===== src/rtl/pba_pkg.sv =====
// Package for the page bitmap allocator: field widths, codes and defaults.
// No dependencies; every other file of the block but pba_map_ram and pba_bit_pick uses it.
`default_nettype none

package pba_pkg;

   localparam int CFG_W      = 11;
   localparam int PAGE_W     = 10;
   localparam int STATUS_W   = 2;
   localparam int COUNT_W    = 11;
   localparam int CSR_IDX_W  = 2;

   localparam int PAGE_COUNT_DEFAULT = 1024;
   localparam int WORD_BITS_DEFAULT  = 32;

   localparam logic [CFG_W-1:0] FIRST_FREE_RESET  = 11'd0;
   localparam logic [CFG_W-1:0] TOTAL_PAGES_RESET = 11'd1024;

   localparam logic [CSR_IDX_W-1:0] CSR_FIRST_FREE  = 2'd0;
   localparam logic [CSR_IDX_W-1:0] CSR_TOTAL_PAGES = 2'd1;

   typedef enum logic [0:0] {
      OP_ALLOC = 1'b0,
      OP_FREE  = 1'b1
   } op_type;

   typedef enum logic [STATUS_W-1:0] {
      STATUS_DONE    = 2'd0,
      STATUS_NO_PAGE = 2'd1,
      STATUS_IGNORED = 2'd2
   } status_type;

   typedef enum logic [5:0] {
      S_IDLE  = 6'b000001,
      S_BUILD = 6'b000010,
      S_SCAN  = 6'b000100,
      S_PICK  = 6'b001000,
      S_DONE  = 6'b010000,
      S_SPARE = 6'b100000
   } state_type;

endpackage

`default_nettype wire


===== src/rtl/pba_req_if.sv =====
// Request channel of the page bitmap allocator: valid/ready plus op and page.
// Depends on pba_pkg for the field widths.
`default_nettype none

interface pba_req_if;
   logic                        valid;
   logic                        ready;
   logic                        op;
   logic [pba_pkg::PAGE_W-1:0]  page;

   modport source (output valid, output op, output page, input ready);
   modport sink   (input valid, input op, input page, output ready);
endinterface

`default_nettype wire


===== src/rtl/pba_rsp_if.sv =====
// Response channel of the page bitmap allocator: valid/ready plus result fields.
// Depends on pba_pkg for the field widths.
`default_nettype none

interface pba_rsp_if;
   logic                          valid;
   logic                          ready;
   logic [pba_pkg::PAGE_W-1:0]    page_number;
   logic [pba_pkg::STATUS_W-1:0]  status;
   logic [pba_pkg::COUNT_W-1:0]   free_count;

   modport source (output valid, output page_number, output status, output free_count,
                   input ready);
   modport sink   (input valid, input page_number, input status, input free_count,
                   output ready);
endinterface

`default_nettype wire


===== src/rtl/pba_map_ram.sv =====
// Free-page bitmap storage: one write port, one read port with registered data.
// No package dependencies.
`default_nettype none

module pba_map_ram #(
   parameter int WORDS  = 32,
   parameter int WIDTH  = 32,
   parameter int ADDR_W = 5
) (
   input  wire logic              clock,
   input  wire logic              wr_en,
   input  wire logic [ADDR_W-1:0] wr_addr,
   input  wire logic [WIDTH-1:0]  wr_data,
   input  wire logic [ADDR_W-1:0] rd_addr,
   output      logic [WIDTH-1:0]  rd_data
);

   logic [WIDTH-1:0] map_mem [WORDS];
   logic [WIDTH-1:0] rd_data_ff;

   always_ff @(posedge clock) begin
      if (wr_en) begin
         map_mem[wr_addr] <= wr_data;
      end
      rd_data_ff <= map_mem[rd_addr];
   end

   assign rd_data = rd_data_ff;

endmodule

`default_nettype wire


===== src/rtl/pba_fill_mask.sv =====
// Rebuild word generator: marks bits of one map word whose pages fall in [first, limit).
// Depends on pba_pkg for the register width.
`default_nettype none

module pba_fill_mask #(
   parameter int WORD_BITS = 32,
   parameter int WIDE_W    = 11
) (
   input  wire logic [WIDE_W-1:0]       base,
   input  wire logic [pba_pkg::CFG_W-1:0] first,
   input  wire logic [WIDE_W-1:0]       limit,
   output      logic [WORD_BITS-1:0]    mask
);

   localparam int                OFS_W     = $clog2(WORD_BITS + 1);
   localparam logic [WIDE_W-1:0] WORD_STEP = WIDE_W'(WORD_BITS);
   localparam logic [OFS_W-1:0]  FULL_OFS  = OFS_W'(WORD_BITS);

   logic [WIDE_W-1:0] first_ext;
   logic [WIDE_W-1:0] top;
   logic [OFS_W-1:0]  lo_ofs;
   logic [OFS_W-1:0]  hi_ofs;

   always_comb begin
      first_ext = WIDE_W'(first);
      top       = base + WORD_STEP;

      if (first_ext <= base) begin
         lo_ofs = '0;
      end else if (first_ext >= top) begin
         lo_ofs = FULL_OFS;
      end else begin
         lo_ofs = OFS_W'(first_ext - base);
      end

      if (limit <= base) begin
         hi_ofs = '0;
      end else if (limit >= top) begin
         hi_ofs = FULL_OFS;
      end else begin
         hi_ofs = OFS_W'(limit - base);
      end

      for (int i = 0; i < WORD_BITS; i++) begin
         mask[i] = (OFS_W'(i) >= lo_ofs) && (OFS_W'(i) < hi_ofs);
      end
   end

endmodule

`default_nettype wire


===== src/rtl/pba_bit_pick.sv =====
// Bit unit: finds the lowest set bit of a map word, or decodes a given bit offset.
// No package dependencies.
`default_nettype none

module pba_bit_pick #(
   parameter int WORD_BITS = 32,
   parameter int BI_W      = 5
) (
   input  wire logic [WORD_BITS-1:0] word,
   input  wire logic                 find,
   input  wire logic [BI_W-1:0]      offset,
   output      logic [WORD_BITS-1:0] onehot,
   output      logic [BI_W-1:0]      index
);

   logic [WORD_BITS-1:0] lowest;
   logic [WORD_BITS-1:0] decoded;
   logic [BI_W-1:0]      lowest_idx;

   always_comb begin
      lowest     = word & (~word + WORD_BITS'(1));
      lowest_idx = '0;
      for (int i = 0; i < WORD_BITS; i++) begin
         decoded[i] = (offset == BI_W'(i));
         for (int j = 0; j < BI_W; j++) begin
            if (((i >> j) & 1) == 1) begin
               lowest_idx[j] = lowest_idx[j] | lowest[i];
            end
         end
      end
      onehot = find ? lowest : decoded;
      index  = find ? lowest_idx : offset;
   end

endmodule

`default_nettype wire


===== src/rtl/page_bitmap_allocator_unit.sv =====
// Page bitmap allocator. An allocate scans the bitmap one word per cycle through the map
// memory's read port, from word 0 to the first word holding a free page or to the last
// word when none is found; a free walks the same scan up to the page's word. An allocate
// with a zero count or an out-of-range free skips the scan and goes straight to its
// response. A new request word is taken only after the response word is loaded, and
// loading waits while the previous response word is still held. After reset and after
// each write to the first-free or total-pages register the map is rebuilt word by word
// over all MAP_WORDS words (32 by default), during which no request word is taken.
// Depends on pba_pkg, pba_req_if, pba_rsp_if, pba_map_ram, pba_fill_mask, pba_bit_pick.
`default_nettype none

module page_bitmap_allocator_unit #(
   parameter int PAGE_COUNT = pba_pkg::PAGE_COUNT_DEFAULT,
   parameter int WORD_BITS  = pba_pkg::WORD_BITS_DEFAULT
) (
   input  wire logic                           clock,
   input  wire logic                           reset,
   input  wire logic                           csr_wr_en,
   input  wire logic [pba_pkg::CSR_IDX_W-1:0]  csr_index,
   input  wire logic [pba_pkg::CFG_W-1:0]      csr_wdata,
   pba_req_if.sink                             req_bus,
   pba_rsp_if.source                           rsp_bus
);

   localparam int MAP_WORDS = (PAGE_COUNT + WORD_BITS - 1) / WORD_BITS;
   localparam int WI_W      = (MAP_WORDS > 1) ? $clog2(MAP_WORDS) : 1;
   localparam int BI_W      = $clog2(WORD_BITS);
   localparam int ADDR_W    = $clog2(MAP_WORDS * WORD_BITS + 1);
   localparam int WIDE_W    = (ADDR_W > pba_pkg::CFG_W) ? ADDR_W : pba_pkg::CFG_W;
   localparam int PAGE_W    = pba_pkg::PAGE_W;
   localparam int COUNT_W   = pba_pkg::COUNT_W;

   localparam logic [WI_W-1:0]   LAST_WORD = WI_W'(MAP_WORDS - 1);
   localparam logic [WIDE_W-1:0] WORD_STEP = WIDE_W'(WORD_BITS);
   localparam logic [WIDE_W-1:0] PAGE_CAP  = WIDE_W'(PAGE_COUNT);

   pba_pkg::state_type             state_ff, state_in;
   logic [pba_pkg::CFG_W-1:0]      first_ff, first_in;
   logic [pba_pkg::CFG_W-1:0]      total_ff, total_in;
   logic [WI_W-1:0]                ptr_ff, ptr_in;
   logic [WIDE_W-1:0]              base_ff, base_in;
   logic                           chk_valid_ff, chk_valid_in;
   logic [WI_W-1:0]                chk_ptr_ff, chk_ptr_in;
   logic [WIDE_W-1:0]              chk_base_ff, chk_base_in;
   pba_pkg::op_type                op_ff, op_in;
   logic [WIDE_W-1:0]              page_ff, page_in;
   logic [WORD_BITS-1:0]           word_ff, word_in;
   logic [WI_W-1:0]                hit_ptr_ff, hit_ptr_in;
   logic [WIDE_W-1:0]              hit_base_ff, hit_base_in;
   logic [COUNT_W-1:0]             count_ff, count_in;
   logic [PAGE_W-1:0]              res_page_ff, res_page_in;
   pba_pkg::status_type            res_status_ff, res_status_in;
   logic                           rsp_valid_ff, rsp_valid_in;
   logic [PAGE_W-1:0]              rsp_page_ff, rsp_page_in;
   pba_pkg::status_type            rsp_status_ff, rsp_status_in;
   logic [COUNT_W-1:0]             rsp_count_ff, rsp_count_in;

   logic [WIDE_W-1:0]              limit;
   logic [COUNT_W-1:0]             fill_count;
   logic [WORD_BITS-1:0]           fill_mask;
   logic [WORD_BITS-1:0]           rd_data;
   logic                           ram_we;
   logic [WI_W-1:0]                ram_waddr;
   logic [WORD_BITS-1:0]           ram_wdata;
   logic [WORD_BITS-1:0]           pick_onehot;
   logic [BI_W-1:0]                pick_index;
   logic [BI_W-1:0]                free_offset;
   logic [WIDE_W-1:0]              granted;
   logic [WIDE_W-1:0]              chk_end;
   logic [WIDE_W-1:0]              req_page_ext;
   logic                           hit;

   pba_map_ram #(
      .WORDS  (MAP_WORDS),
      .WIDTH  (WORD_BITS),
      .ADDR_W (WI_W)
   ) u_map_ram (
      .clock   (clock),
      .wr_en   (ram_we),
      .wr_addr (ram_waddr),
      .wr_data (ram_wdata),
      .rd_addr (ptr_ff),
      .rd_data (rd_data)
   );

   pba_fill_mask #(
      .WORD_BITS (WORD_BITS),
      .WIDE_W    (WIDE_W)
   ) u_fill_mask (
      .base  (base_ff),
      .first (first_ff),
      .limit (limit),
      .mask  (fill_mask)
   );

   pba_bit_pick #(
      .WORD_BITS (WORD_BITS),
      .BI_W      (BI_W)
   ) u_bit_pick (
      .word   (word_ff),
      .find   (op_ff == pba_pkg::OP_ALLOC),
      .offset (free_offset),
      .onehot (pick_onehot),
      .index  (pick_index)
   );

   always_comb begin
      limit        = (WIDE_W'(total_ff) < PAGE_CAP) ? WIDE_W'(total_ff) : PAGE_CAP;
      fill_count   = (limit > WIDE_W'(first_ff)) ? COUNT_W'(limit - WIDE_W'(first_ff)) : '0;
      free_offset  = BI_W'(page_ff - hit_base_ff);
      granted      = hit_base_ff + WIDE_W'(pick_index);
      chk_end      = chk_base_ff + WORD_STEP;
      req_page_ext = WIDE_W'(req_bus.page);
      hit          = (op_ff == pba_pkg::OP_ALLOC) ? (rd_data != '0) : (page_ff < chk_end);
   end

   always_comb begin
      state_in      = state_ff;
      first_in      = first_ff;
      total_in      = total_ff;
      ptr_in        = ptr_ff;
      base_in       = base_ff;
      chk_valid_in  = chk_valid_ff;
      chk_ptr_in    = chk_ptr_ff;
      chk_base_in   = chk_base_ff;
      op_in         = op_ff;
      page_in       = page_ff;
      word_in       = word_ff;
      hit_ptr_in    = hit_ptr_ff;
      hit_base_in   = hit_base_ff;
      count_in      = count_ff;
      res_page_in   = res_page_ff;
      res_status_in = res_status_ff;
      rsp_valid_in  = rsp_valid_ff;
      rsp_page_in   = rsp_page_ff;
      rsp_status_in = rsp_status_ff;
      rsp_count_in  = rsp_count_ff;
      ram_we        = 1'b0;
      ram_waddr     = ptr_ff;
      ram_wdata     = fill_mask;

      if (rsp_valid_ff && rsp_bus.ready) begin
         rsp_valid_in = 1'b0;
      end

      case (state_ff)
         pba_pkg::S_BUILD: begin
            ram_we   = 1'b1;
            count_in = fill_count;
            if (ptr_ff == LAST_WORD) begin
               state_in = pba_pkg::S_IDLE;
            end else begin
               ptr_in  = ptr_ff + WI_W'(1);
               base_in = base_ff + WORD_STEP;
            end
         end
         pba_pkg::S_IDLE: begin
            if (req_bus.valid) begin
               op_in        = pba_pkg::op_type'(req_bus.op);
               page_in      = req_page_ext;
               ptr_in       = '0;
               base_in      = '0;
               chk_valid_in = 1'b0;
               state_in     = pba_pkg::S_SCAN;
               if (pba_pkg::op_type'(req_bus.op) == pba_pkg::OP_ALLOC) begin
                  if (count_ff == '0) begin
                     res_page_in   = '0;
                     res_status_in = pba_pkg::STATUS_NO_PAGE;
                     state_in      = pba_pkg::S_DONE;
                  end
               end else if (req_page_ext >= limit) begin
                  res_page_in   = '0;
                  res_status_in = pba_pkg::STATUS_IGNORED;
                  state_in      = pba_pkg::S_DONE;
               end
            end
         end
         pba_pkg::S_SCAN: begin
            chk_valid_in = 1'b1;
            chk_ptr_in   = ptr_ff;
            chk_base_in  = base_ff;
            if (ptr_ff == LAST_WORD) begin
               ptr_in  = '0;
               base_in = '0;
            end else begin
               ptr_in  = ptr_ff + WI_W'(1);
               base_in = base_ff + WORD_STEP;
            end
            if (chk_valid_ff) begin
               if (hit) begin
                  word_in     = rd_data;
                  hit_ptr_in  = chk_ptr_ff;
                  hit_base_in = chk_base_ff;
                  state_in    = pba_pkg::S_PICK;
               end else if (chk_ptr_ff == LAST_WORD) begin
                  res_page_in   = '0;
                  res_status_in = (op_ff == pba_pkg::OP_ALLOC) ? pba_pkg::STATUS_NO_PAGE
                                                               : pba_pkg::STATUS_IGNORED;
                  state_in      = pba_pkg::S_DONE;
               end
            end
         end
         pba_pkg::S_PICK: begin
            ram_waddr = hit_ptr_ff;
            state_in  = pba_pkg::S_DONE;
            if (op_ff == pba_pkg::OP_ALLOC) begin
               ram_we        = 1'b1;
               ram_wdata     = word_ff & ~pick_onehot;
               res_page_in   = granted[PAGE_W-1:0];
               res_status_in = pba_pkg::STATUS_DONE;
               count_in      = count_ff - COUNT_W'(1);
            end else begin
               ram_wdata   = word_ff | pick_onehot;
               res_page_in = '0;
               if ((word_ff & pick_onehot) != '0) begin
                  res_status_in = pba_pkg::STATUS_IGNORED;
               end else begin
                  ram_we        = 1'b1;
                  res_status_in = pba_pkg::STATUS_DONE;
                  count_in      = count_ff + COUNT_W'(1);
               end
            end
         end
         pba_pkg::S_DONE: begin
            if (!rsp_valid_ff || rsp_bus.ready) begin
               rsp_valid_in  = 1'b1;
               rsp_page_in   = res_page_ff;
               rsp_status_in = res_status_ff;
               rsp_count_in  = count_ff;
               state_in      = pba_pkg::S_IDLE;
            end
         end
         default: begin
            state_in = pba_pkg::S_IDLE;
         end
      endcase

      if (csr_wr_en && (csr_index == pba_pkg::CSR_FIRST_FREE ||
                        csr_index == pba_pkg::CSR_TOTAL_PAGES)) begin
         if (csr_index == pba_pkg::CSR_FIRST_FREE) begin
            first_in = csr_wdata;
         end else begin
            total_in = csr_wdata;
         end
         state_in = pba_pkg::S_BUILD;
         ptr_in   = '0;
         base_in  = '0;
      end
   end

   always_ff @(posedge clock) begin
      if (reset) begin
         state_ff     <= pba_pkg::S_BUILD;
         first_ff     <= pba_pkg::FIRST_FREE_RESET;
         total_ff     <= pba_pkg::TOTAL_PAGES_RESET;
         ptr_ff       <= '0;
         base_ff      <= '0;
         chk_valid_ff <= 1'b0;
         count_ff     <= '0;
         rsp_valid_ff <= 1'b0;
      end else begin
         state_ff     <= state_in;
         first_ff     <= first_in;
         total_ff     <= total_in;
         ptr_ff       <= ptr_in;
         base_ff      <= base_in;
         chk_valid_ff <= chk_valid_in;
         count_ff     <= count_in;
         rsp_valid_ff <= rsp_valid_in;
      end
   end

   always_ff @(posedge clock) begin
      chk_ptr_ff    <= chk_ptr_in;
      chk_base_ff   <= chk_base_in;
      op_ff         <= op_in;
      page_ff       <= page_in;
      word_ff       <= word_in;
      hit_ptr_ff    <= hit_ptr_in;
      hit_base_ff   <= hit_base_in;
      res_page_ff   <= res_page_in;
      res_status_ff <= res_status_in;
      rsp_page_ff   <= rsp_page_in;
      rsp_status_ff <= rsp_status_in;
      rsp_count_ff  <= rsp_count_in;
   end

   assign req_bus.ready       = (state_ff == pba_pkg::S_IDLE);
   assign rsp_bus.valid       = rsp_valid_ff;
   assign rsp_bus.page_number = rsp_page_ff;
   assign rsp_bus.status      = rsp_status_ff;
   assign rsp_bus.free_count  = rsp_count_ff;

endmodule

`default_nettype wire


===== src/flat_wrapper.sv =====
// flat-port wrapper written by rule: the top's interface ports become plain ports
module page_bitmap_allocator_unit_flat 
#(
   parameter int PAGE_COUNT = pba_pkg::PAGE_COUNT_DEFAULT,
   parameter int WORD_BITS  = pba_pkg::WORD_BITS_DEFAULT
)
  (clock, reset, csr_wr_en, csr_index, csr_wdata, req_bus_valid, req_bus_op, req_bus_page, req_bus_ready, rsp_bus_valid, rsp_bus_page_number, rsp_bus_status, rsp_bus_free_count, rsp_bus_ready);
  pba_req_if req_bus_i ();
  pba_rsp_if rsp_bus_i ();
  input  wire logic clock;
  input  wire logic reset;
  input  wire logic csr_wr_en;
  input  wire logic [pba_pkg::CSR_IDX_W-1:0] csr_index;
  input  wire logic [pba_pkg::CFG_W-1:0] csr_wdata;
  input wire logic [$bits(req_bus_i.valid)-1:0] req_bus_valid;
  input wire logic [$bits(req_bus_i.op)-1:0] req_bus_op;
  input wire logic [$bits(req_bus_i.page)-1:0] req_bus_page;
  output wire logic [$bits(req_bus_i.ready)-1:0] req_bus_ready;
  output wire logic [$bits(rsp_bus_i.valid)-1:0] rsp_bus_valid;
  output wire logic [$bits(rsp_bus_i.page_number)-1:0] rsp_bus_page_number;
  output wire logic [$bits(rsp_bus_i.status)-1:0] rsp_bus_status;
  output wire logic [$bits(rsp_bus_i.free_count)-1:0] rsp_bus_free_count;
  input wire logic [$bits(rsp_bus_i.ready)-1:0] rsp_bus_ready;
  assign req_bus_i.valid = req_bus_valid;
  assign req_bus_i.op = req_bus_op;
  assign req_bus_i.page = req_bus_page;
  assign req_bus_ready = req_bus_i.ready;
  assign rsp_bus_valid = rsp_bus_i.valid;
  assign rsp_bus_page_number = rsp_bus_i.page_number;
  assign rsp_bus_status = rsp_bus_i.status;
  assign rsp_bus_free_count = rsp_bus_i.free_count;
  assign rsp_bus_i.ready = rsp_bus_ready;
  page_bitmap_allocator_unit #(.PAGE_COUNT(PAGE_COUNT), .WORD_BITS(WORD_BITS)) u_core (.clock(clock), .reset(reset), .csr_wr_en(csr_wr_en), .csr_index(csr_index), .csr_wdata(csr_wdata), .req_bus(req_bus_i), .rsp_bus(rsp_bus_i));
endmodule

===== config.mk =====
export PLATFORM = sky130hd
export DESIGN_NAME = page_bitmap_allocator_unit_flat
export DESIGN_NICKNAME = d
export VERILOG_FILES = /design/src/rtl/pba_pkg.sv /design/src/rtl/pba_req_if.sv /design/src/rtl/pba_rsp_if.sv /design/src/rtl/pba_map_ram.sv /design/src/rtl/pba_fill_mask.sv /design/src/rtl/pba_bit_pick.sv /design/src/rtl/page_bitmap_allocator_unit.sv /design/src/flat_wrapper.sv
export SDC_FILE = /design/constraint.sdc
export NUM_CORES = 1
export LEC_CHECK = 0
export BUFFER_PORTS_ARGS = -buffer_cell sky130_fd_sc_hd__buf_2
export CORE_UTILIZATION = 35
export CTS_CLUSTER_DIAMETER = 60
export CTS_CLUSTER_SIZE = 28
export DETAILED_ROUTE_END_ITERATION = 16
export GPL_TIMING_DRIVEN = 0
export HOLD_SLACK_MARGIN = 0.03
export PLACE_DENSITY_LB_ADDON = 0.05
export SYNTH_ARGS = -nofsm -noshare
export SYNTH_HDL_FRONTEND = slang
export SYNTH_SLANG_ARGS = --single-unit

===== constraint.sdc =====
create_clock -name clock -period 9.2 [get_ports clock]
set_input_delay 1.84 -clock clock [delete_from_list [all_inputs] [get_ports clock]]
set_output_delay 1.84 -clock clock [all_outputs]
set_load 0.05 [all_outputs]

==> qor_table.md <==
| Item | Value |
| --- | --- |
| Status | complete, no violations |
| Flop and latch count out of synthesis | 1,206 |
| Share of synthesized area occupied by flip-flops and latches | 0.710 |
| Fmax | 168 MHz |
| Die X-Extent | 379 um |
| Cell chosen for the clock root | clkbuf_16 |
| Most used DFF post-synth | edfxtp_1 |
| Most common cell in the synthesized netlist | edfxtp_1 |
| Met1 Track Usage GR | 0.301 |
| Count of nets left with antenna violations after detail routing | 0 |
| Final Instance Count excl. Fillers | 5,040 |
| Setup repair after global routing missed its margin | no |
| Share of the clock period used by the worst path | 0.646 |
| Input/output buffers | 52 |
| Via total after detailed routing | 27,700 |
| TritonCTS clock tree | yes |
| Final net count | 3,157 |
| Std-Cell Rows | 138 |
| Crit end category | flip-flop |
| Final hold violation count | 0 |
| Type of element launching the critical path | flip-flop |
| Slowest library cell on the worst path | clkbuf_1 |
| Count of final setup violators | 0 |
| Met2 global-route usage | 0.378 |
| End of the worst register-to-register path | u_core.u_map_ram.map_mem[19][13] |
| Yosys Warn Count | 0 |
| Worst-case headroom to the max-slew limit | 0.0955 |
| Count of flip-flops with a built-in enable after synthesis | 1,123 |
| Worst-case hold path end point | u_core.rsp_bus.page_number[4] |
| Worst Hold Class | flip-flop to flip-flop |
| Proportion of synthesized flip-flops having asynchronous set or reset | 0 |
| Post-synthesis cell type with the largest combined area | edfxtp_1 |
| Clock tree sinks | 1,206 |
| P&R area growth vs syn | 18.6% |
| Portion of synthesized cell area occupied by the leading cell type | 0.676 |
| Number of distinct library cells after synthesis | 84 |
| Post-Synthesis Cell Area | 49,900 um^2 |
| Insertion delay of the later-clocked pin in the worst-skew pair | 740 ps |
| Instance area at placement | 55,300 um^2 |
| Layout fillers | 12,500 |
| Leakage component of the power | 0.0190 uW |
| Die ar. | 144,000 um^2 |
| Worst ir drop on vdd | 0.000155 V |
| Most used standard cells in the synthesized netlist | edfxtp_1 (1,123), mux4_2 (321), nand2_1 (161) |
| Shortest clock period the worst path allows after layout | 5950 ps |
| PnR Total Power | 13,400 uW |
| FF+latch area | 35,400 um^2 |
| Initial DRC count | 2,491 |
| Worst Setup Path Type | flip-flop to flip-flop |
| Synthesized netlist cell count | 2,732 |
| Worst slew pin tran | 1360 ps |
| Number of maximum-capacitance constraint violations | 0 |
| Number of design rule violations left after detail routing | 0 |
| Average instance area after synthesis | 18.3 um^2 |
| Post-cts gate resize count | 0 |
| Number of max-slew violations in the final report | 0 |
| Number of buffers created by CTS | 107 |
| Number of levels in the clock H-tree | 3 |
| Maximum root-to-sink buffer count | 3 |
| First-pass detailed-route iteration total | 6 |
| Worst clock skew on the final layout | 42.0 ps |
| Average wire per cell in the routed design | 31.4 um |
| Effective utilization at floorplan | 0.353 |
| Via count of the first global-routing pass | 28,400 |
| Final wirelength | 158,000 um |
| Crit path arrival time | 6370 ps |
| Average via count per standard cell | 5.50 |
| HPWL Detailed | 116,000 um |
| Longest individual stage delay on the worst path | 1000 ps |
| Clock-pin slew of the registers on the worst-case setup and hold paths | 60 ps |
| Final GP Congestion | 0.867 |
| I/O pin cnt | 54 |
| Number of antenna violations at the first check in global routing | 10 |
| Post-route core utilization | 0.418 |
| Area of the multi-input gates | 14,300 um^2 |
| Cell-by-cell listing of the critical path | clkbuf_1 > clkbuf_1 > buf_1 > inv_1 > o31ai_1 > nand2_1 > nor3_2 > buf_6 > buf_4 > buf_6 > buf_6 |
| Inst Count DP | 4,838 |
| Peak-usage layer in the global routing report | met2 |
| Ratio of total power to cell area | 226 nW/um^2 |
| Leading post-synthesis cells by cell area | edfxtp_1 (68%), mux4_2 (14%), dfxtp_1 (3.3%) |
| Final cell area excluding filler cells | 59,200 um^2 |
| Logic depth of the worst register-to-register path | 11 |
| Share of final-layout standard cells stronger than drive strength 1 | 0.264 |
| Number of buffers added to fix hold violations after cts | 0 |
| Core area | 141,000 um^2 |
| Hold depth | 0 |
| CP required | 9620 ps |
| CP Max Fanout | 10 |
| First-pass GRT wire length | 222,000 um |
| Most prevalent standard cell on the critical path | buf_6 |
| Overflow left after global routing | 0 |
| Height of the chip | 379 um |
| Hold wc startpoint | u_core.res_page_ff[4] |
| Setup fix buffers added after clock tree synthesis | 0 |
| GRT Overall Usage | 0.222 |
| Routing usage on met3 | 0.0313 |
| Register-to-register setup slack | 3250 ps |
| Maximum number of pins on one net before global-route repair | 39 |
| Startpoint of the lowest-slack register-to-register path | u_core.ptr_ff[0] |
metal layers:
layer  up-vias  wire length [um]
met3       175              7140
met2       777             78800
met5         -                 0
met1     14900             68700
met4         0              3430
li1      11800                 -
cell type report:
type,count,share of cell area
multi-input combinational,1331,0.242
antenna,1,0.0000423
inverter,62,0.00393
clock buffer,119,0.0478
timing repair buffer,212,0.0421
sequential,1206,0.598
buffer,137,0.00933
tap,1890,0.0400
clock inverter,82,0.0165
flip-flops by register name, summed over array words and instances, names as in the netlist, 11 cells and up:
register                   cells
u_core.rsp_bus.free_count     11
u_core.u_map_ram.map_mem    1024
u_core.first_ff               11
u_core.total_ff               11
u_core.count_ff               11
u_core.word_ff                32
u_core.u_map_ram.rd_data      32
where the power goes:
part	internal (uW)	total, uW	leakage (uW)	switching [uW]
clock	2610	4830	0.00185	2230
combinational	636	1840	0.00630	1210
sequential	6600	6680	0.0108	79.3
total	9850	13400	0.0190	3510
per-stage QoR:
step / setup slack (ps) / hold WS [ps] / TNS, ps
after floorplan: 3790 / 400 / 0
after global placement: -1300 / 409 / -426150
after detailed placement: 3180 / 405 / 0
after CTS: 3140 / 419 / 0
after global routing: 3120 / 431 / 0
final: 3250 / 419 / 0
cell usage in the layout (no fill, tap or decap), drive strengths merged, types with 11 or more instances in the layout:
cell type,n
a21o,11
a21oi,82
a22oi,15
a31oi,26
and3,14
buf,244
bufinv,11
clkbuf,224
clkinv,39
dfxtp,83
edfxtp,1123
ha,69
inv,89
mux2i,17
mux4,321
nand2,162
nand2b,32
nand3,43
nand4,19
nor2,97
nor2b,13
nor3,66
nor3b,13
nor4,24
o21a,20
o21ai,45
o22ai,23
o32ai,15
or2,14
xnor2,30
cell families (layout without fill, tap and decap cells):
group           after synthesis  in the layout  share of synthesized area
other cells                   2              7                   0.000151
xor+xnor                     40             40                    0.00703
simple gates                545            545                     0.0554
fa+ha+maj                    71             71                     0.0181
buf+inv                     199            612                     0.0157
compound gates              331            331                     0.0456
flops                      1206           1206                      0.710
mux                         338            338                      0.148
worst max path at each step:
| stage | start | endpoint | depth (start not counted) |
|---|---|---|---|
| global route | u_core.ptr_ff[0] | u_core.u_map_ram.map_mem[19][9] | 11 |
| detailed placement | u_core.ptr_ff[0] | u_core.u_map_ram.map_mem[19][10] | 11 |
| global placement | u_core.ptr_ff[0] | u_core.u_map_ram.map_mem[25][10] | 6 |
| CTS | u_core.ptr_ff[0] | u_core.u_map_ram.map_mem[19][13] | 11 |
| finish | u_core.ptr_ff[0] | u_core.u_map_ram.map_mem[19][13] | 11 |
| floorplan | u_core.word_ff[2] | u_core.u_map_ram.map_mem[25][0] | 8 |
critical path: cells and delay by family (launching register included):
kind | cells | cell delay [ps]
AO/OA/AOI/OAI | 1 | 470
buffers and inverters | 8 | 3740
flip-flops | 1 | 370
AND/OR/NAND/NOR | 2 | 1010
Note: power is estimated with default switching activity, not from simulation.
